===== src/cfau_pkg.sv =====
// shared types and codes of the custom float arithmetic unit
package cfau_pkg;

	localparam int SIG_BITS_DEF = 26;
	localparam int EXP_BITS_DEF = 6;

	localparam logic [2:0] ACT_ADD = 3'd0;
	localparam logic [2:0] ACT_SUB = 3'd1;
	localparam logic [2:0] ACT_MUL = 3'd2;
	localparam logic [2:0] ACT_DIV = 3'd3;
	localparam logic [2:0] ACT_NEG = 3'd4;

	typedef enum logic [2:0] {
		KIND_ADD,
		KIND_MUL,
		KIND_DIV,
		KIND_DZ,
		KIND_NEG,
		KIND_ZERO
	} kind_t;

	typedef struct packed {
		kind_t kind;
		logic  neg;
	} ctl_t;

	localparam int CTL_W = $bits(ctl_t);

endpackage


===== src/cfau_queue.sv =====
// two-entry request queue between front and back
module cfau_queue #(
	parameter int WIDTH = 8
) (
	input  logic             clk,
	input  logic             arst_n,
	input  logic             in_valid,
	output logic             in_stall,
	input  logic [WIDTH-1:0] in_data,
	output logic             out_valid,
	input  logic             out_stall,
	output logic [WIDTH-1:0] out_data
);
	import cfau_pkg::*;

	logic [WIDTH-1:0] mem [0:1];
	logic             wr_q, rd_q;
	logic [1:0]       cnt_q;
	logic             push, pop;

	assign in_stall  = (cnt_q == 2'd2);
	assign out_valid = (cnt_q != 2'd0);
	assign out_data  = mem[rd_q];
	assign push      = in_valid && !in_stall;
	assign pop       = out_valid && !out_stall;

	always_ff @(posedge clk or negedge arst_n) begin
		if (!arst_n) begin
			wr_q  <= 1'b0;
			rd_q  <= 1'b0;
			cnt_q <= 2'd0;
		end else begin
			if (push) begin
				wr_q <= ~wr_q;
			end
			if (pop) begin
				rd_q <= ~rd_q;
			end
			cnt_q <= cnt_q + 2'(push) - 2'(pop);
		end
	end

	always_ff @(posedge clk) begin
		if (push) begin
			mem[wr_q] <= in_data;
		end
	end

`ifndef ASSERT_OFF
	a_cnt_range: assert property (@(posedge clk) disable iff (!arst_n)
		cnt_q != 2'd3) else $error("queue count out of range");
	a_ptr_gap: assert property (@(posedge clk) disable iff (!arst_n)
		(cnt_q == 2'd1) |-> (wr_q != rd_q)) else $error("queue pointers disagree with count");
`endif

endmodule


===== config.mk =====
export PLATFORM = sky130hd
export DESIGN_NAME = cfau_queue
export DESIGN_NICKNAME = d
export VERILOG_FILES = /design/src/cfau_pkg.sv /design/src/cfau_queue.sv
export SDC_FILE = /design/constraint.sdc
export NUM_CORES = 1
export LEC_CHECK = 0
export ABC_AREA = 1
export BUFFER_PORTS_ARGS = -buffer_cell sky130_fd_sc_hd__clkbuf_2
export CORE_UTILIZATION = 50
export DETAILED_ROUTE_END_ITERATION = 10
export PLACE_DENSITY = 0.84
export SYNTH_ARGS = -nofsm -noshare
export SYNTH_HDL_FRONTEND = slang
export SYNTH_SLANG_ARGS = --single-unit

===== constraint.sdc =====
create_clock -name clk -period 2.2 [get_ports clk]
set_clock_uncertainty 0.2 [all_clocks]
set_input_delay 0.33 -clock clk [delete_from_list [all_inputs] [get_ports clk]]
set_output_delay 0.33 -clock clk [all_outputs]
set_load 0.03 [all_outputs]

==> impl_metrics.yaml <==
outcome:
  status: "finished, final reports clean"
cells_and_area:
  multiInputGateArea_sq_um: 198
  drive_above_1_share_pct: 32.7
  seqCellArea_sq_um: 581
  syn_to_final_growth_pct: 20.1
  fillers: 121
  num_antenna_cells: 0
  nets: 116
flow_run:
  maxCapViolCount: 0
floorplanning:
  coreArea_sq_um: 1520
  initial_core_util_pct: 54.7
  die_area_sq_um: 1830
  rows: 14
  die_w_um: 42.8
  die_h_um: 42.8
  io-pin-count: 22
worst_hold_path:
  holdCritPathClass: "in2reg"
  hold_end: "mem[1][5]"
  worstHoldStart: "in_data[5]"
  holdPathStages: 1
sta:
  slew_violations: 0
  max_slew.worst_pin.slew_ns: 0.376
  finalCritPeriodShare_pct: 84.6
  fmax_mhz: 538
  tns_ns: 0
  min_period_ns: 1.86
  setup_slack_ns: 0.340
  finalSetupViolations: 0
  rsz0062_at_grt: "false"
  max_slew_margin_pct: 75.0
  final_hold_viol_count: 0
setup_path:
  crit_family: "flip-flops"
  slowest_delay_ns: 0.53
  crit_chain: "inv_4, nand2_1, nand2_1, clkbuf_2"
  critPathSlowestCell: "dfrtp_1"
  cp_common_cell: "nand2_1"
  crit_required_ns: 1.67
  worst-setup-path-type: "reg2out"
  cp_max_fo: 10
  timing.rr.start: "cnt_q[1]"
  reg2reg_slack_ns: 0.55
  critPathCaptureType: "output port"
  reg2reg_depth: 10
  critPathBufInv: 2
  timing.rr.end: "cnt_q[1]"
  cp.arrival_ns: 1.33
  start_kind: "flip-flop"
yosys:
  synth_cell_types: 12
  ys_ff_latch: 20
  synth_top_area_share_pct: 57.7
  synthesis.area_sq_um: 833
  synth_seq_area_share_pct: 69.7
  synth_warnings: 0
  synth_cells: 75
  synth_edf_count: 16
  synthFlopType: "edfxtp_1"
  syn_nets: 89
  yosysMostFrequentCell: "nand2_1"
  synthTopCellsByArea: "edfxtp_1 (58%), nand2_1 (15%), dfrtp_1 (12%)"
  ys_top_cells_by_count: "nand2_1 (33), edfxtp_1 (16), inv_1 (8)"
  yosys.area.top_type: "edfxtp_1"
  synth-async-reset-ratio_pct: 20.0
  avgSynthCellArea_sq_um: 11.1
clock_tree:
  cts.clk_slew.worst_paths_ns: 0.11
  cts_tree: "done"
  htreeDepth: 1
  cts_setup_buffers: 0
  cts_buffer_depth: 2
  cts-root-buf: "clkbuf_4"
  cts_hold_buffers: 1
  ctsResizeCount: 0
  cts.sinks: 20
  cts-buffers-inserted: 3
  clock_latency_ns: 0.31
place:
  dp_hpwl_um: 1050
  numPortBuffers: 21
  dp_slack_ns: 0.579
  gp_congestion: 0.774
drt:
  antenna_left: 0
  drt-total-wl_um: 1430
  first_pass_iters: 4
  num_vias: 572
  routedWlPerCell_um: 12.2
  drt_iter0_drc: 11
  drc_errors: 0
  viasPerCell: 4.89
grt:
  antenna_found_initial: 0
  grt_overflow: 0
  grt_pass1_vias: 551
  track_usage_pct: 18.1
  grt_pass1_wl_um: 2300
  grt_max_degree: 12
power:
  peakVddDrop_mv: 0.690
  powerDensity_nw_per_um2: 1440
  p_leak_nw: 0.508
worst max-delay path by stage:
stage,slack [ns],to,cells past startpoint,start
after global placement,0.68,cnt_q[1],10,cnt_q[1]
after floorplan,0.64,cnt_q[1],10,cnt_q[1]
after global routing,0.26,out_data[0],4,rd_q
after CTS,0.34,out_data[0],4,rd_q
final,0.34,out_data[0],4,rd_q
after detailed placement,0.58,cnt_q[1],10,cnt_q[1]
routing by layer:
metal  GRT usage [%]  wire (um)
met3            2.55         52
met2            30.0        746
met5               0          0
met4            13.1         38
met1            21.2        595
layout make-up:
cell class	instances	share of cell area [%]
clock buffer	4	3.62
inverter	11	4.38
multi-input combinational	43	19.8
sequential	20	58.0
tap	16	2.00
timing repair buffer	23	12.3
per-stage QoR:
step	cells	power, mW	hold slack [ns]	instance area (sq um)	utilization [%]
final	117	1.44	0.00292	1000	65.7
after global routing	117	1.53	0.00509	1000	65.7
after CTS	117	1.45	0.00229	1000	65.7
after detailed placement	112	1.24	-0.0563	955	62.6
after global placement	112	1.20	-0.0562	955	62.6
after floorplan	75	1.07	-0.166	833	-
power breakdown:
part / total, mW / internal (mW) / switching (mW)
Sequential: 0.595 / 0.526 / 0.0693
Combinational: 0.637 / 0.181 / 0.455
Clock: 0.213 / 0.101 / 0.112
sequential cells by signal, summed over array words and instances, names as in the netlist:
name	cells
mem	16
cnt_q	2
rd_q	1
wr_q	1
cells by family after synthesis:
logic type / count (synthesis) / synth area share (%)
fa+ha+maj: 2 / 3.00
buf+inv: 12 / 6.61
flops: 20 / 69.7
simple gates: 41 / 20.7
layout by cell type, fill, tap and decap left out, drive strengths merged:
cell type	netlist	layout
inv	11	11
ha	2	2
edfxtp	16	16
dfrtp	4	4
buf	1	1
nand3	3	3
nand2	37	37
clkbuf	0	25
nor2	1	1
dlygate4sd3	0	1
(Power assumes the default switching activity.)
