### src/cfau_pkg.sv
// shared types and codes of the custom float arithmetic unit
package cfau_pkg;

	localparam int SIG_BITS_DEF = 26;
	localparam int EXP_BITS_DEF = 6;

	localparam logic [2:0] ACT_ADD = 3'd0;
	localparam logic [2:0] ACT_SUB = 3'd1;
	localparam logic [2:0] ACT_MUL = 3'd2;
	localparam logic [2:0] ACT_DIV = 3'd3;
	localparam logic [2:0] ACT_NEG = 3'd4;

	typedef enum logic [2:0] {
		KIND_ADD,
		KIND_MUL,
		KIND_DIV,
		KIND_DZ,
		KIND_NEG,
		KIND_ZERO
	} kind_t;

	typedef struct packed {
		kind_t kind;
		logic  neg;
	} ctl_t;

	localparam int CTL_W = $bits(ctl_t);

endpackage

### src/cfau_front.sv
// front stage: accepts requests, unpacks and classifies them
module cfau_front #(
	parameter int SIG_BITS = 26,
	parameter int EXP_BITS = 6
) (
	input  logic                         clk,
	input  logic                         arst_n,
	input  logic                         in_valid,
	output logic                         in_stall,
	input  logic [2:0]                   action,
	input  logic [EXP_BITS+SIG_BITS-1:0] operand_a,
	input  logic [EXP_BITS+SIG_BITS-1:0] operand_b,
	output logic                         out_valid,
	input  logic                         out_stall,
	output cfau_pkg::ctl_t               out_ctl,
	output logic [EXP_BITS-1:0]          out_ea,
	output logic [EXP_BITS-1:0]          out_eb,
	output logic [SIG_BITS-1:0]          out_sa,
	output logic [SIG_BITS-1:0]          out_sb
);
	import cfau_pkg::*;

	localparam int S = SIG_BITS;
	localparam int W = EXP_BITS + SIG_BITS;

	logic [EXP_BITS-1:0] ea, eb;
	logic [S-1:0]        sa, sb, sb_neg, ma, mb;
	ctl_t                ctl_d;
	logic [EXP_BITS-1:0] ea_d, eb_d;
	logic [S-1:0]        sa_d, sb_d;
	logic                vld_q;
	ctl_t                ctl_q;
	logic [EXP_BITS-1:0] ea_q, eb_q;
	logic [S-1:0]        sa_q, sb_q;

	assign ea     = operand_a[W-1:S];
	assign eb     = operand_b[W-1:S];
	assign sa     = operand_a[S-1:0];
	assign sb     = operand_b[S-1:0];
	assign sb_neg = S'(0) - sb;
	assign ma     = sa[S-1] ? S'(0) - sa : sa;
	assign mb     = sb[S-1] ? S'(0) - sb : sb;

	always_comb begin
		ctl_d.kind = KIND_ZERO;
		ctl_d.neg  = 1'b0;
		ea_d       = ea;
		eb_d       = eb;
		sa_d       = sa;
		sb_d       = sb;
		case (action)
			ACT_ADD: begin
				ctl_d.kind = KIND_ADD;
			end
			ACT_SUB: begin
				ctl_d.kind = KIND_ADD;
				sb_d       = sb_neg;
			end
			ACT_MUL: begin
				ctl_d.kind = KIND_MUL;
				ctl_d.neg  = sa[S-1] ^ sb[S-1];
				sa_d       = ma;
				sb_d       = mb;
			end
			ACT_DIV: begin
				sa_d = ma;
				sb_d = mb;
				if (mb == '0) begin
					ctl_d.kind = KIND_DZ;
					ctl_d.neg  = sa[S-1];
				end else begin
					ctl_d.kind = KIND_DIV;
					ctl_d.neg  = sa[S-1] ^ sb[S-1];
				end
			end
			ACT_NEG: begin
				ctl_d.kind = KIND_NEG;
				ea_d       = eb;
				sa_d       = sb_neg;
			end
			default: begin
				ctl_d.kind = KIND_ZERO;
			end
		endcase
	end

	assign in_stall = vld_q && out_stall;

	always_ff @(posedge clk or negedge arst_n) begin
		if (!arst_n) begin
			vld_q <= 1'b0;
		end else if (!in_stall) begin
			vld_q <= in_valid;
		end
	end

	always_ff @(posedge clk) begin
		if (in_valid && !in_stall) begin
			ctl_q <= ctl_d;
			ea_q  <= ea_d;
			eb_q  <= eb_d;
			sa_q  <= sa_d;
			sb_q  <= sb_d;
		end
	end

	assign out_valid = vld_q;
	assign out_ctl   = ctl_q;
	assign out_ea    = ea_q;
	assign out_eb    = eb_q;
	assign out_sa    = sa_q;
	assign out_sb    = sb_q;

endmodule

### config.mk
export PLATFORM = sky130hd
export DESIGN_NAME = cfau_front
export DESIGN_NICKNAME = d
export VERILOG_FILES = /design/src/cfau_pkg.sv /design/src/cfau_front.sv
export SDC_FILE = /design/constraint.sdc
export NUM_CORES = 1
export LEC_CHECK = 0
export BUFFER_PORTS_ARGS = -buffer_cell sky130_fd_sc_hd__buf_4
export CORE_AREA = 3 3 105 107
export DETAILED_ROUTE_END_ITERATION = 10
export DIE_AREA = 0 0 108 110
export PLACE_DENSITY = 0.71
export SYNTH_ARGS = -nofsm -noshare
export SYNTH_HDL_FRONTEND = slang
export SYNTH_SLANG_ARGS = --single-unit
### constraint.sdc
create_clock -name clk -period 9.8 [get_ports clk]
set_input_delay 0.98 -clock clk [delete_from_list [all_inputs] [get_ports clk]]
set_output_delay 0.98 -clock clk [all_outputs]
set_load 0.005 [all_outputs]
==> flow_metrics.tcl, run 1 <==
set metrics [dict create \
    crit_chain "buf_4 -> inv_1 -> ha_1 -> or4b_1 -> nor4_2 -> and2_1 -> xor2_1 -> a31oi_1 -> nor3b_2 -> o211ai_1" \
    n_antenna_cell 0 \
    reg2reg_slack_ps 8050 \
    worstPathRequired_ps 9910 \
    stdcell_count 738 \
    hold_buffers 0 \
    cts_buffers 9 \
    first_pass_iters 5 \
    fill_cells 922 \
    worstSetupPathType "input port to flop" \
    postRouteAntennaNets 0 \
    die_w_um 108 \
    regArea_um2 2070 \
    areaGrowthSynthToFinish_pct 29.4 \
    die_area_um2 11900 \
    clock_sinks 69 \
    io_buffers 140 \
    setup_viol 0 \
    clock_skew_ps 4.85 \
    drt_wl_total_um 14400 \
    drtIter0Drc 197 \
    p_total_uw 789 \
    p_per_area_nw_per_um2 135 \
    ir_drop_mv 0.0754 \
    clock_latency_ps 370 \
    ys.warnings.count 0 \
    postCtsSetupBuffers 0 \
    overflow 0 \
    core_um2 10200 \
    syn_inst 477 \
    post-dp-hpwl_um 10800 \
    htreeDepth 3 \
    multi_input_area_um2 2240 \
    dp.cells 722 \
    reg2reg_depth 3 \
    reg2reg_to "out_sa[2]" \
    outcome "completed" \
    max-cap-violations 0 \
    start_kind "input port" \
    pre_cts_ws_ps 6010 \
    worstMarginPinSlew_ps 1090 \
    syn_avg_cell_area_um2 9.49 \
    final.period_utilization_pct 35.3 \
    r2r_start "out_valid" \
    groute.usage.overall_pct 24.5 \
    layout.nets 671 \
    maxSlewViolCount 0 \
    cp_slowest_cell "or4b_1" \
    synthXorXnorAreaFrac_pct 7.93 \
    cts.reportedPaths.clkPinSlew_ps 80 \
    syn_nets 551 \
    hold_violations 0 \
    cp-end-kind "flop" \
    clockBufferDepth 2 \
    start_util_pct 44.3 \
    wl_per_cell_um 19.5 \
    ys_seq_elements 69 \
    synth-compound-area-share_pct 17.0 \
    cts-root-buf "clkbuf_8" \
    critPathArrivalTime_ps 3560 \
    p_leak_nw 2.26 \
    vias 4318 \
    tns_ps 0 \
    ys.flop_type "edfxtp_1" \
    ctsResizeCount 0 \
    cts_tree "done" \
    grt_use_met1_pct 32.2 \
    yosys.area_share.simple_pct 22.9 \
    async_reset_ff_share_pct 1.45 \
    die_y_um 110 \
    max_stage_delay_ps 570 \
    grt_pass1_wl_um 22200 \
    grt_max_degree 69 \
    crit_fanout 6 \
    holdWs_ps 374 \
    grt_pass1_vias 4161 \
    rsz0062_at_grt "no" \
    antenna_found_initial 0 \
    synth_area_um2 4530 \
    grt-busiest-layer "met2" \
    final.min_clock_period_ps 3450 \
    ys_seq_area_share_pct 45.6 \
    grtUsageMet3_pct 3.44 \
    vias_per_cell 5.85 \
    synthDistinctLibCells 64 \
    synth_top_family_by_area "simple AND/OR/NAND/NOR gates" \
    synth_adder_area_share_pct 0.829 \
    drive_above_1_share_pct 29.7 \
    synth_mux_area_share_pct 0.718 \
    placementRows 37 \
    synth_edf_count 68 \
    use_met2_pct 39.8 \
    route.detailed.drc 0 \
    maxSlewHeadroom_pct 27.0 \
    fmax_mhz 289 \
    routabilityCongestion 0.920 \
    timing.final.ws_setup_ps 6350 \
    io_pins 141 \
    min_path_type "input port to asynchronous set/reset pin" \
]
## cell usage after synthesis (5+ instances only)
cell      count  share of area, %
nor4_1       10               1.4
or3_1        12               1.7
a21oi_1      20               2.2
clkbuf_1     30               2.5
nand2_1      60               5.0
and2_1        5              0.69
or4_1        12               2.0
nand3_1       6              0.66
o211ai_1      5              0.83
edfxtp_1     68                45
o311ai_0      8               1.5
a221o_1       5               1.1
or2_2         5              0.69
xnor2_1      24               4.6
nand2b_1      8               1.1
inv_1        16               1.3
a21o_1        6              0.99
xor2_1       17               3.3
nor3_1       18               2.0
nor2_1       37               3.1
o21ai_0      32               3.5
## layer usage
| metal | up-vias | wire length (um) |
|---|---|---|
| met1 | 2054 | 6090 |
| met3 | 26 | 1070 |
| met4 | 0 | 466 |
| met5 | - | 0 |
| li1 | 2023 | - |
| met2 | 215 | 6730 |
## kinds of logic (layout without fill, tap and decap cells)
family / Yosys count / count (layout)
flip-flops: 69 / 69
AND/OR/NAND/NOR: 196 / 196
AO/OA/AOI/OAI: 113 / 113
buffers and inverters: 52 / 177
multiplexers: 3 / 3
adder cells (fa/ha/maj): 3 / 3
XOR/XNOR: 41 / 41
## state kept, by name, summed over array words and instances, names as in the netlist
register   count
out_sa        26
out_sb        26
out_ea         6
out_eb         6
out_ctl        4
out_valid      1
## worst max-delay path by stage
stage | from | end | slack [ps]
after floorplan | out_stall | out_ctl[0] | 5120
after global placement | operand_b[0] | out_ctl[0] | 6000
after detailed placement | operand_b[0] | out_ctl[0] | 6010
after CTS | operand_b[1] | out_ctl[0] | 6390
after global routing | operand_b[1] | out_ctl[0] | 6170
final | operand_b[1] | out_ctl[0] | 6350
## report_power, final
| group | internal (mW) | switching (mW) |
|---|---|---|
| Sequential | 0.352 | 0.00560 |
| Clock | 0.148 | 0.126 |
| Combinational | 0.0728 | 0.0849 |
## stage by stage
stage	utilization (%)	cell area (um^2)
floorplan	-	4530
global placement	55.0	5630
detailed placement	55.0	5630
CTS	57.3	5860
global route	57.3	5860
finish	57.3	5860
## layout make-up
type                    count  area share (%)
clock buffers               9            2.11
clock inverters             7            1.79
inverters                  16            1.02
multi-input cells         356            38.3
flip-flops and latches     69            35.3
well taps                 136            2.90
repair buffers            145            18.6
## critical path, delay by kind of cell
kind / cells / cell delay [ps]
AOI/OAI and AO/OA: 2 / 290
and+or+nand+nor: 4 / 1630
buffers and inverters: 2 / 180
adders and majority gates: 1 / 200
xor gates and xnor gates: 1 / 280
## placed cells by master (no fill, tap or decap), drive strengths merged, types with 5 or more instances in the layout
cell / Yosys / layout
buf: 6 / 145
edfxtp: 68 / 68
nand2: 60 / 60
nor2: 37 / 37
o21ai: 35 / 35
xnor2: 24 / 24
a21oi: 20 / 20
inv: 16 / 20
nor3: 18 / 18
xor2: 17 / 17
or4: 14 / 14
nor4: 13 / 13
or3: 12 / 12
clkbuf: 30 / 9
nand2b: 8 / 8
o311ai: 8 / 8
nand3: 6 / 6
a21o: 6 / 6
or2: 6 / 6
and2: 5 / 5
o211ai: 5 / 5
a221o: 5 / 5
No activity file was read; power rests on OpenSTA's default activity.
==> run 2, diff against run 1 <==
Settings changed: ABC_AREA set to 1, CORE_AREA 3 3 105 107 to 3 3 109 111, DIE_AREA 0 0 108 110 to 0 0 112 114.
Clock period 9.8 ns to 3.55 ns, I/O delays scaled along.
==> run 2 against run 1 <==
Die area increased by 7.5%; design area increased by 8.2%; combinational power increased to 3.1 times the previous value; non-clock buffer count decreased by 1; critical path depth decreased by 3; sequential cell count unchanged; synthesized cell count increased by 38%; power increased to 2.9 times the previous value; clock skew increased by 8.0 ps; worst setup slack got worse by 5200 ps; routed wire length increased by 12%; highest routed layer unchanged.
==> flow_metrics.tcl, run 2 <==
set metrics [dict create \
    yosys.area_share.simple_pct 35.9 \
    min_path_type "input port to flop" \
    syn_inst 656 \
    clock_sinks 69 \
    postRouteAntennaNets 0 \
    synthXorXnorAreaFrac_pct 0.178 \
    cts_buffers 9 \
    layout.nets 862 \
    yosys.area.top_type "edfxtp_1" \
    clock_skew_ps 12.8 \
    synth-compound-area-share_pct 14.0 \
    vias_per_cell 5.56 \
    final_cell_mix "205 x nand2_1, 143 x buf_4, 68 x edfxtp_1, 64 x inv_1, 63 x nand3_1" \
    maxSlewHeadroom_pct 27.5 \
    vias 5185 \
    groute.usage.overall_pct 24.8 \
    ys.flop_type "edfxtp_1" \
    route.detailed.drc 0 \
    first_pass_iters 5 \
    reg2reg_slack_ps 1810 \
    reg2reg_to "out_sb[6]" \
    yosysTopAreaCellShare_pct 41.5 \
    tns_ps 0 \
    ys_seq_elements 69 \
    io_buffers 140 \
    outcome "completed" \
    start_kind "input port" \
    cts-root-buf "clkbuf_8" \
    grt_pass1_vias 4740 \
    synthTopCellsByCount "205 x nand2_1, 68 x edfxtp_1, 64 x inv_1" \
    drtIter0Drc 519 \
    cp_num_buf_inv 3 \
    worstSetupPathType "input port to flop" \
    r2r_start "out_valid" \
    met3_wirelength_um 1580 \
    die_y_um 114 \
    overflow 0 \
    rsz0062_at_grt "no" \
    p_leak_nw 2.78 \
    placementRows 38 \
    pre_cts_ws_ps 821 \
    maxSlewViolCount 0 \
    async_reset_ff_share_pct 1.45 \
    die_w_um 112 \
    postCtsSetupBuffers 0 \
    routabilityCongestion 0.902 \
    ys.warnings.count 0 \
    max-cap-violations 0 \
    synth_most_common_cell "nand2_1" \
    synth_adder_area_share_pct 0.762 \
    n_antenna_cell 0 \
    cp-end-kind "flop" \
    ir_drop_mv 0.183 \
    met2WireLength_um 7500 \
    core_um2 10900 \
    cts.reportedPaths.clkPinSlew_ps 80 \
    synth_edf_count 68 \
    fmax_mhz 415 \
    cts_tree "done" \
    cp_slowest_cell "nor2_1" \
    crit_chain "buf_4 -> inv_1 -> nor2_1 -> inv_1 -> nor2_1 -> a31oi_1 -> o22ai_1" \
    critPathArrivalTime_ps 2610 \
    final.period_utilization_pct 67.9 \
    drive_above_1_share_pct 26.0 \
    clockBufferDepth 2 \
    areaGrowthSynthToFinish_pct 28.8 \
    p_per_area_nw_per_um2 362 \
    synth_area_um2 4920 \
    final.min_clock_period_ps 2410 \
    ys_seq_area_share_pct 42.0 \
    ctsResizeCount 0 \
    ys_top_cells_by_area "edfxtp_1 41%, nand2_1 16%, nand3_1 6.4%, inv_1 4.9%, nor2_1 4.2%" \
    syn_nets 730 \
    hold_violations 0 \
    die_area_um2 12800 \
    htreeDepth 3 \
    max_stage_delay_ps 790 \
    p_total_mw 2.29 \
    synth_mux_area_share_pct 0 \
    wl_met1_um 6800 \
    antenna_found_initial 0 \
    setup_viol 0 \
    start_util_pct 45.2 \
    min_to "out_eb[3]" \
    drt_wl_total_um 16100 \
    timing.final.ws_setup_ps 1140 \
    grt_max_degree 69 \
    hold_depth 1 \
    io_pins 141 \
    reg2reg_depth 4 \
    synth_top_family_by_area "simple AND/OR/NAND/NOR gates" \
    worstMarginPinSlew_ps 1090 \
    synthDistinctLibCells 40 \
    post-dp-hpwl_um 11900 \
    clock_latency_ps 360 \
    grt_pass1_wl_um 24900 \
    worstPathRequired_ps 3750 \
    hp-start "operand_b[29]" \
    wl_per_cell_um 17.3 \
    crit_fanout 22 \
    mostFrequentLayoutCell "nand2_1" \
    fin_util_pct 58.3 \
    syn_avg_cell_area_um2 7.51 \
    highest_layer "met4" \
    crit_family "simple AND/OR/NAND/NOR gates" \
]
[run 2: cell types whose count changed after synthesis, sizes merged, moves of 15 or more]
cell / before / now
xnor2: 24 / 1
clkbuf: 30 / 15
nand2: 60 / 218
nand3: 6 / 66
xor2: 17 / 0
nor2: 37 / 72
inv: 16 / 68
[run 2: cells by family (layout without fill, tap and decap cells)]
family	Yosys count	after routing
and+or+nand+nor	386	386
AOI/OAI and AO/OA	105	105
buffers and inverters	92	229
DFF	69	69
adders and majority gates	3	3
xor gates and xnor gates	1	1
[run 2: worst max-delay path by stage]
stage | cells after the start | to | slack (ps) | start
6_report | 7 | out_sa[25] | 1140 | action[1]
5_1_grt | 7 | out_sa[25] | 1020 | action[1]
4_1_cts | 6 | out_sa[4] | 1230 | action[1]
3_5_place_dp | 6 | out_sa[4] | 820 | action[1]
3_3_place_gp | 18 | out_ctl[0] | 920 | operand_b[4]
2_1_floorplan | 3 | out_ctl[0] | 840 | out_valid
[run 2: worst register-to-register path, stage by stage, from the launching register on]
cell,delay (ps)
dfrtp_1,390
nand2_1,80
inv_1,80
nor2_4,70
buf_4,710
[run 2: per-stage QoR]
stage / cell area, um^2 / hold slack, ps / cells
2_1_floorplan: 4930 / 59.4 / 656
3_3_place_gp: 6090 / 130 / 916
3_5_place_dp: 6090 / 133 / 916
4_1_cts: 6340 / 166 / 933
5_1_grt: 6340 / 166 / 933
6_report: 6340 / 179 / 933
[run 2: final cells by class]
class | count | area (um^2)
tap | 140 | 175
multi-input combinational | 495 | 2510
sequential | 69 | 2070
clock inverter | 7 | 123
inverter | 69 | 259
fill | 989 | 4550
timing repair buffer | 144 | 1080
clock buffer | 9 | 124
[run 2: power breakdown]
group / leakage (nW) / switching (mW) / internal, mW
Sequential: 0.663 / 0.0187 / 0.970
Clock: 0.116 / 0.348 / 0.470
Combinational: 2.01 / 0.283 / 0.203
Total: 2.78 / 0.650 / 1.64
[run 2: layer usage]
| layer | global-route usage, % | up-vias |
|---|---|---|
| li1 | - | 2496 |
| met5 | 0 | - |
| met1 | 34.3 | 2404 |
| met3 | 3.98 | 20 |
| met4 | 7.61 | 0 |
| met2 | 40.3 | 265 |
[run 2: timing repair]
| item | 4_1_cts | 5_1_grt |
|---|---|---|
| setup endpoints to repair | 0 | 0 |
| hold buffers | 1 | 0 |
| endpoints found under the hold margin | 1 | 0 |
